File: src/rtl/apfc_pkg.sv
package apfc_pkg;

    localparam int BYTE_W  = 7;
    localparam int COUNT_W = 7;
    localparam int CLASS_W = 3;
    localparam int LEN_W   = 5;
    localparam int DEC_W   = 13;

    localparam int LONG_FRAME_BYTES_DEF  = 19;
    localparam int SHORT_FRAME_BYTES_DEF = 6;
    localparam int BUFFER_LIMIT_DEF      = 64;

    localparam logic [BYTE_W-1:0] HEAD_BYTE  = 7'h01;
    localparam logic [BYTE_W-1:0] SHORT_MARK = 7'h4C;

    localparam logic [CLASS_W-1:0] CLASS_NONE   = 3'd0;
    localparam logic [CLASS_W-1:0] CLASS_ALARM  = 3'd1;
    localparam logic [CLASS_W-1:0] CLASS_FAULT  = 3'd2;
    localparam logic [CLASS_W-1:0] CLASS_RESET  = 3'd3;
    localparam logic [CLASS_W-1:0] CLASS_SHIELD = 3'd4;
    localparam logic [CLASS_W-1:0] CLASS_OUTING = 3'd5;

    typedef enum logic [3:0] {
        PHASE_HUNT  = 4'b0001,
        PHASE_HEAD  = 4'b0010,
        PHASE_LONG  = 4'b0100,
        PHASE_SHORT = 4'b1000
    } phase_t;

    typedef struct packed {
        logic [BYTE_W-1:0] b1;
        logic [BYTE_W-1:0] b2;
        logic [BYTE_W-1:0] b4;
        logic [BYTE_W-1:0] b8;
        logic [BYTE_W-1:0] b9;
        logic [BYTE_W-1:0] b10;
        logic [BYTE_W-1:0] b11;
        logic [BYTE_W-1:0] b13;
        logic [BYTE_W-1:0] b14;
        logic [BYTE_W-1:0] b15;
        logic [BYTE_W-1:0] b16;
    } frame_fields_t;

endpackage

File: src/rtl/apfc_framer.sv
module apfc_framer
    import apfc_pkg::*;
#(
    parameter int LONG_FRAME_BYTES  = LONG_FRAME_BYTES_DEF,
    parameter int SHORT_FRAME_BYTES = SHORT_FRAME_BYTES_DEF,
    parameter int BUFFER_LIMIT      = BUFFER_LIMIT_DEF
)
(
    input  logic                clk,
    input  logic                rst_n,
    input  logic                advance,
    input  logic [BYTE_W-1:0]   rx_bits,
    output logic                emit,
    output logic [LEN_W-1:0]    length,
    output frame_fields_t       fields
);

    localparam int IDX_W = $clog2(LONG_FRAME_BYTES);
    localparam logic [COUNT_W-1:0] LONG_CNT  = COUNT_W'(LONG_FRAME_BYTES);
    localparam logic [COUNT_W-1:0] SHORT_CNT = COUNT_W'(SHORT_FRAME_BYTES);
    localparam logic [COUNT_W-1:0] LIMIT_CNT = COUNT_W'(BUFFER_LIMIT - 2);

    phase_t              phase_reg, phase_next;
    logic [COUNT_W-1:0]  count_reg, count_next;
    logic [BYTE_W-1:0]   store_reg [LONG_FRAME_BYTES];
    logic [BYTE_W-1:0]   view      [LONG_FRAME_BYTES];
    logic [COUNT_W-1:0]  count_inc;
    logic [COUNT_W-1:0]  target;

    assign count_inc = count_reg + COUNT_W'(1);
    assign target    = (phase_reg == PHASE_LONG) ? LONG_CNT : SHORT_CNT;
    assign length    = count_inc[LEN_W-1:0];

    // frame as it stands with this beat merged, bytes past the length read zero
    always_comb
    begin
        for (int i = 0; i < LONG_FRAME_BYTES; i++)
        begin
            if (COUNT_W'(i) == count_reg)
                view[i] = rx_bits;
            else if (COUNT_W'(i) < count_inc)
                view[i] = store_reg[i];
            else
                view[i] = '0;
        end
    end

    assign fields.b1  = view[1];
    assign fields.b2  = view[2];
    assign fields.b4  = view[4];
    assign fields.b8  = view[8];
    assign fields.b9  = view[9];
    assign fields.b10 = view[10];
    assign fields.b11 = view[11];
    assign fields.b13 = view[13];
    assign fields.b14 = view[14];
    assign fields.b15 = view[15];
    assign fields.b16 = view[16];

    always_comb
    begin
        phase_next = phase_reg;
        count_next = count_reg;
        emit       = 1'b0;
        case (phase_reg)
            PHASE_HUNT:
            begin
                if (rx_bits == HEAD_BYTE)
                begin
                    phase_next = PHASE_HEAD;
                    count_next = count_inc;
                end
                else
                begin
                    count_next = '0;
                end
            end
            PHASE_HEAD:
            begin
                phase_next = (rx_bits == SHORT_MARK) ? PHASE_SHORT : PHASE_LONG;
                count_next = count_inc;
            end
            PHASE_LONG, PHASE_SHORT:
            begin
                if (count_inc >= target)
                begin
                    emit       = 1'b1;
                    phase_next = PHASE_HUNT;
                    count_next = '0;
                end
                else if (count_inc >= LIMIT_CNT)
                begin
                    phase_next = PHASE_HUNT;
                    count_next = '0;
                end
                else
                begin
                    count_next = count_inc;
                end
            end
            default:
            begin
                phase_next = PHASE_HUNT;
                count_next = '0;
            end
        endcase
    end

    always_ff @(posedge clk or negedge rst_n)
    begin
        if (!rst_n)
        begin
            phase_reg <= PHASE_HUNT;
            count_reg <= '0;
        end
        else if (advance)
        begin
            phase_reg <= phase_next;
            count_reg <= count_next;
        end
    end

    always_ff @(posedge clk)
    begin
        if (advance && (count_reg < LONG_CNT))
            store_reg[count_reg[IDX_W-1:0]] <= rx_bits;
    end

endmodule

File: src/rtl/apfc_classifier.sv
module apfc_classifier
    import apfc_pkg::*;
(
    input  frame_fields_t        fields,
    output logic [CLASS_W-1:0]   msg_class,
    output logic [DEC_W-1:0]     loop_address,
    output logic [DEC_W-1:0]     device_number
);

    function automatic logic [7:0] hex_digit(input logic [BYTE_W-1:0] c);
        logic [7:0] s;
        s = {1'b0, c} - 8'h30;
        if (s > 8'd9)
            s = s - 8'd7;
        return s;
    endfunction

    logic [7:0] d8, d9, d10, d11;
    logic       is_reset, is_outing, is_shield, is_fault, is_alarm;
    logic       tail_4f, tail_w01;

    assign d8  = hex_digit(fields.b8);
    assign d9  = hex_digit(fields.b9);
    assign d10 = hex_digit(fields.b10);
    assign d11 = hex_digit(fields.b11);

    assign loop_address  = DEC_W'({d8, 4'b0000}) + DEC_W'(d9);
    assign device_number = DEC_W'({d10, 4'b0000}) + DEC_W'(d11);

    assign tail_4f  = (fields.b15 == 7'h34) && (fields.b16 == 7'h46);
    assign tail_w01 = ((fields.b15 == 7'h30) &&
                       ((fields.b16 == 7'h30) || (fields.b16 == 7'h31) ||
                        (fields.b16 == 7'h32)))
                      || ((fields.b15 == 7'h38) && (fields.b16 == 7'h35))
                      || tail_4f;

    assign is_reset  = (fields.b13 == 7'h30) && (fields.b14 == 7'h36) &&
                       (fields.b15 == 7'h38) && (fields.b16 == 7'h35);
    assign is_outing = (fields.b1 == 7'h4C) && (fields.b2 == 7'h30);
    assign is_shield = (fields.b15 == 7'h35) && (fields.b16 == 7'h36);
    assign is_fault  = (fields.b15 == 7'h34) && (fields.b16 == 7'h36);
    assign is_alarm  = ((fields.b4 == 7'h57) && (fields.b13 == 7'h30) &&
                        (fields.b14 == 7'h31) && tail_w01)
                     || ((fields.b4 == 7'h57) &&
                         ((fields.b13 == 7'h36) || (fields.b13 == 7'h37)) &&
                         (fields.b14 == 7'h32) && tail_4f)
                     || ((fields.b4 == 7'h50) && (fields.b13 == 7'h36) &&
                         (fields.b14 == 7'h32) && tail_4f);

    // priority order
    always_comb
    begin
        if (is_reset)
            msg_class = CLASS_RESET;
        else if (is_outing)
            msg_class = CLASS_OUTING;
        else if (is_shield)
            msg_class = CLASS_SHIELD;
        else if (is_alarm)
            msg_class = CLASS_ALARM;
        else if (is_fault)
            msg_class = CLASS_FAULT;
        else
            msg_class = CLASS_NONE;
    end

endmodule

File: src/rtl/alarm_panel_frame_classifier_unit.sv
// path: a closing beat is held in the input register, its result then in the output register
// throughput: one byte per cycle unless stalled, set by the single input-to-result pass
// while a result waits in the output register, the input register takes a new beat only if empty or the result is taken
// reset: asynchronous, active low; framer hunts for a head byte, no beat or result held
module alarm_panel_frame_classifier_unit
    import apfc_pkg::*;
#(
    parameter int LONG_FRAME_BYTES  = LONG_FRAME_BYTES_DEF,
    parameter int SHORT_FRAME_BYTES = SHORT_FRAME_BYTES_DEF,
    parameter int BUFFER_LIMIT      = BUFFER_LIMIT_DEF
)
(
    input  logic                clk,
    input  logic                rst_n,
    input  logic                in_valid,
    output logic                in_ready,
    input  logic [7:0]          rx_byte,
    output logic                out_valid,
    input  logic                out_ready,
    output logic [CLASS_W-1:0]  msg_class,
    output logic [LEN_W-1:0]    frame_length,
    output logic [DEC_W-1:0]    loop_address,
    output logic [DEC_W-1:0]    device_number
);

    logic                in_valid_reg;
    logic [BYTE_W-1:0]   in_bits_reg;
    logic                advance;
    logic                emit;
    logic [LEN_W-1:0]    length;
    frame_fields_t       fields;
    logic [CLASS_W-1:0]  class_next;
    logic [DEC_W-1:0]    loop_next;
    logic [DEC_W-1:0]    device_next;
    logic                out_valid_reg;
    logic [CLASS_W-1:0]  class_reg;
    logic [LEN_W-1:0]    length_reg;
    logic [DEC_W-1:0]    loop_reg;
    logic [DEC_W-1:0]    device_reg;

    assign advance  = in_valid_reg && (!out_valid_reg || out_ready);
    assign in_ready = !in_valid_reg || advance;

    apfc_framer #(
        .LONG_FRAME_BYTES  (LONG_FRAME_BYTES),
        .SHORT_FRAME_BYTES (SHORT_FRAME_BYTES),
        .BUFFER_LIMIT      (BUFFER_LIMIT)
    ) u_framer (
        .clk     (clk),
        .rst_n   (rst_n),
        .advance (advance),
        .rx_bits (in_bits_reg),
        .emit    (emit),
        .length  (length),
        .fields  (fields)
    );

    apfc_classifier u_classifier (
        .fields        (fields),
        .msg_class     (class_next),
        .loop_address  (loop_next),
        .device_number (device_next)
    );

    always_ff @(posedge clk or negedge rst_n)
    begin
        if (!rst_n)
        begin
            in_valid_reg  <= 1'b0;
            out_valid_reg <= 1'b0;
        end
        else
        begin
            if (in_ready)
                in_valid_reg <= in_valid;
            if (advance && emit)
                out_valid_reg <= 1'b1;
            else if (out_ready)
                out_valid_reg <= 1'b0;
        end
    end

    always_ff @(posedge clk)
    begin
        if (in_ready && in_valid)
            in_bits_reg <= rx_byte[BYTE_W-1:0];
        if (advance && emit)
        begin
            class_reg  <= class_next;
            length_reg <= length;
            loop_reg   <= loop_next;
            device_reg <= device_next;
        end
    end

    assign out_valid     = out_valid_reg;
    assign msg_class     = class_reg;
    assign frame_length  = length_reg;
    assign loop_address  = loop_reg;
    assign device_number = device_reg;

endmodule
File: config.mk
export PLATFORM = sky130hd
export DESIGN_NAME = alarm_panel_frame_classifier_unit
export DESIGN_NICKNAME = d
export VERILOG_FILES = /design/src/rtl/apfc_pkg.sv /design/src/rtl/apfc_framer.sv /design/src/rtl/apfc_classifier.sv /design/src/rtl/alarm_panel_frame_classifier_unit.sv
export SDC_FILE = /design/constraint.sdc
export NUM_CORES = 1
export LEC_CHECK = 0
export BUFFER_PORTS_ARGS = -buffer_cell sky130_fd_sc_hd__buf_2
export CORE_MARGIN = 4
export CORE_UTILIZATION = 56
export DETAILED_ROUTE_END_ITERATION = 12
export GPL_TIMING_DRIVEN = 0
export PLACE_DENSITY = 0.88
export SETUP_SLACK_MARGIN = 0.05
export SYNTH_ARGS = -nofsm -noshare
export SYNTH_HDL_FRONTEND = slang
export SYNTH_SLANG_ARGS = --single-unit
File: constraint.sdc
create_clock -name clk -period 5.4 [get_ports clk]
set_input_delay 1.62 -clock clk [delete_from_list [all_inputs] [get_ports clk]]
set_output_delay 1.62 -clock clk [all_outputs]
set_load 0.005 [all_outputs]
==> results.md <==
- Share of layout cells above drive strength 1: 0.2010
- Count of final setup violators: 0
- TritonCTS Sinks: 131
- Min-Delay Path Class: reg2reg
- CP bufs+invs: 6
- Final RePlAce weighted congestion: 0.9729
- WP data required: 5570 ps
- Synth Flop Type: edfxtp_1
- Final count of pins violating max slew: 0
- Die Area: 0.01563 mm²
- Largest net degree at the start of global routing: 35
- Ys Warns: 0
- Critical Path Fanout Max: 9
- Maximum clock path buffer count: 2
- Via density: 6.302
- Antenna Cells: 0
- CP top delay family: simple AND/OR/NAND/NOR gates
- Main combinational cell family by area after synthesis: compound AO/OA/AOI/OAI gates
- Seq. cell area: 0.003872 mm²
- Worst VDD drop: 0.2741 mV
- Rows: 42
- Post-synth EDFFs: 118
- Max-Cap Viols: 0
- Vias: 6157
- Max reg flops: 77
- Htree depth: 4
- Die extent in y: 125.0 µm
- Post-synthesis compound-gate area fraction: 0.1740
- Yosys reg bits: 131
- Worst-path clk slew: 60 ps
- Pwr Density: 250.7 mW/mm²
- Crit path max-delay cell type: or4b_4
- Multi-input logic area: 0.003659 mm²
- Final core utilization: 0.6738
- Distinct cell type count after synthesis: 91
- I/O pin total: 48
- Least-Margin Pin Slew: 1127 ps
- TritonCTS clock tree: done
- Filler cell count: 987
- Worst Setup End Kind: flip-flop
- Port Buf Inserts: 46
- Die X-Extent: 125.0 µm
- Hold Fails Final Rpt: 0
- Multiplexer area fraction after synthesis: 0.009628
- Final nets: 836
- Root Driver: clkbuf_16
- Worst Hold Slack: 546.9 ps
- First-pass GRT wire length: 28630 µm
- Most frequent cell after synthesis: edfxtp_1
- Period utilization: 0.9671
- Synth top area cells: edfxtp_1, ha_1, dfrtp_1
- Clk_lat worst skew: 420 ps
- Initial antenna violation count: 0
- Sequential area share after synthesis: 0.5047
- Cells after Synth: 709
- DRC: 0
- Unrepaired setup endpoints after global routing: yes
- WP data arrival: 5390 ps
- DPL Wire Length: 12110 µm
- Vias in the first global route: 5870
- Commonest cells in the netlist: edfxtp_1, nand2_1, nor2_1
- CP peak stage delay: 500 ps
- Synth Area in XOR/XNOR: 0.03998
- Routed WL: 18550 µm
- Total core area: 0.01335 mm²
- Rel. slew slack: 0.2430
- Worst Path Class, Setup: reg2reg
- Area growth, synth to finish: 17.30%
- Wire length per cell: 18.99 µm
- Final worst path period need: 5223 ps
- Simple-gate share of the synthesized area: 0.1730
- Total track usage: 0.2288
- Status: finished, final reports clean
- DRT antenna net count: 0
- TritonCTS Buffers: 17
- DR pass1 iterations: 7
- Synth area leader: edfxtp_1
- Adder-Cell Fraction of Synth Area: 0.06070
- Static leakage: 3.374 nW
- Total grt overflow: 0
- Skew final: 10.41 ps
- Initial core utilization: 0.5744
- Syn_area_per_cell: 10.81 µm²
- Synth Net Count: 757
- Fmax: 191.5 MHz
- Async SR Flop Fraction: 0.09924
- Mapped Area: 0.007667 mm²
- CP Launch Type: flip-flop
- DR iter-0 viols: 645
- Post-synth top area share: 0.4621
## kinds of logic (layout without fill, tap and decap cells)
family,count (synthesis),count (layout)
and+or+nand+nor,249,249
adders and majority gates,36,36
buffers and inverters,68,160
DFF,131,131
AOI/OAI and AO/OA,183,183
xor gates and xnor gates,35,35
muxes,7,7
## routing by layer
metal  GRT usage  vias up  wire [µm]
li1            -     2850          -
met1      0.2833     2949       7331
met2      0.3844      303       9157
met3     0.05629       55       1498
met4     0.09630        0        564
met5           0        -          0
## stage by stage
stage	power [W]	setup WS, ps	std cells	area, µm²	TNS, ps
floorplan	0.001164	231.7	709	7667	0
global placement	0.001196	-609.8	931	8118	-1268
detailed placement	0.001198	-727.0	932	8145	-1829
CTS	0.002265	56.27	968	8805	0
global route	0.002326	-55.93	977	8994	-65.35
finish	0.002255	177.5	977	8994	0
## final timing paths
check | startpoint | end | slack [ps] | depth (start not counted)
setup / recovery | u_framer.count_reg[0] | device_number[10] | 180 | 26
hold / removal | in_valid_reg | in_valid_reg | 550 | 2
setup reg to reg | u_framer.count_reg[0] | device_number[10] | 180 | 26
hold reg to reg | in_valid_reg | in_valid_reg | 550 | 2
max in group asynchronous | rst_n | u_framer.phase_reg[0] | 4040 | 1
min in group asynchronous | rst_n | out_valid | 1070 | 1
## timing repair
action                                  4_1_cts  5_1_grt
pin swaps                                     3        7
hold buffers                                  0        0
setup buffers                                 4       11
resized for setup                            19       28
endpoints found under the setup margin        7        6
## where the power goes
| group | switching [W] | internal, W |
|---|---|---|
| Sequential | 0.0000233 | 0.00111 |
| Clock | 0.000445 | 0.000631 |
| Combinational | 0.0000329 | 0.0000105 |
| Total | 0.000501 | 0.00175 |
## worst min-delay path, stage by stage, from the launching register on
cell      delay, ps
dfrtp_1         350
nand2_1          90
nand2b_1         70
## layout by cell type, fill, tap and decap left out, types with 9 or more instances in the layout
master     count
edfxtp_1     118
nand2_1       56
nor2_1        52
buf_2         51
inv_1         38
o21ai_0       29
ha_1          29
a21oi_1       27
xnor2_1       26
nand3_1       22
clkbuf_16     18
buf_4         15
clkbuf_1      13
nor3_1        13
nand4_1       12
o211ai_1      11
a21o_1        11
nor2b_1       10
a31oi_1       10
and2_1        10
dfrtp_1       10
xor2_1         9
## layout make-up
| class | instances | share of cell area |
|---|---|---|
| plain buffers | 25 | 0.01614 |
| clock inverters | 12 | 0.01057 |
| well taps | 176 | 0.02449 |
| inverters | 41 | 0.01767 |
| flip-flops and latches | 131 | 0.4306 |
| multi-input cells | 510 | 0.4068 |
| repair buffers | 62 | 0.04174 |
| clock buffers | 20 | 0.05203 |
Power figures use the tool's default switching activity.
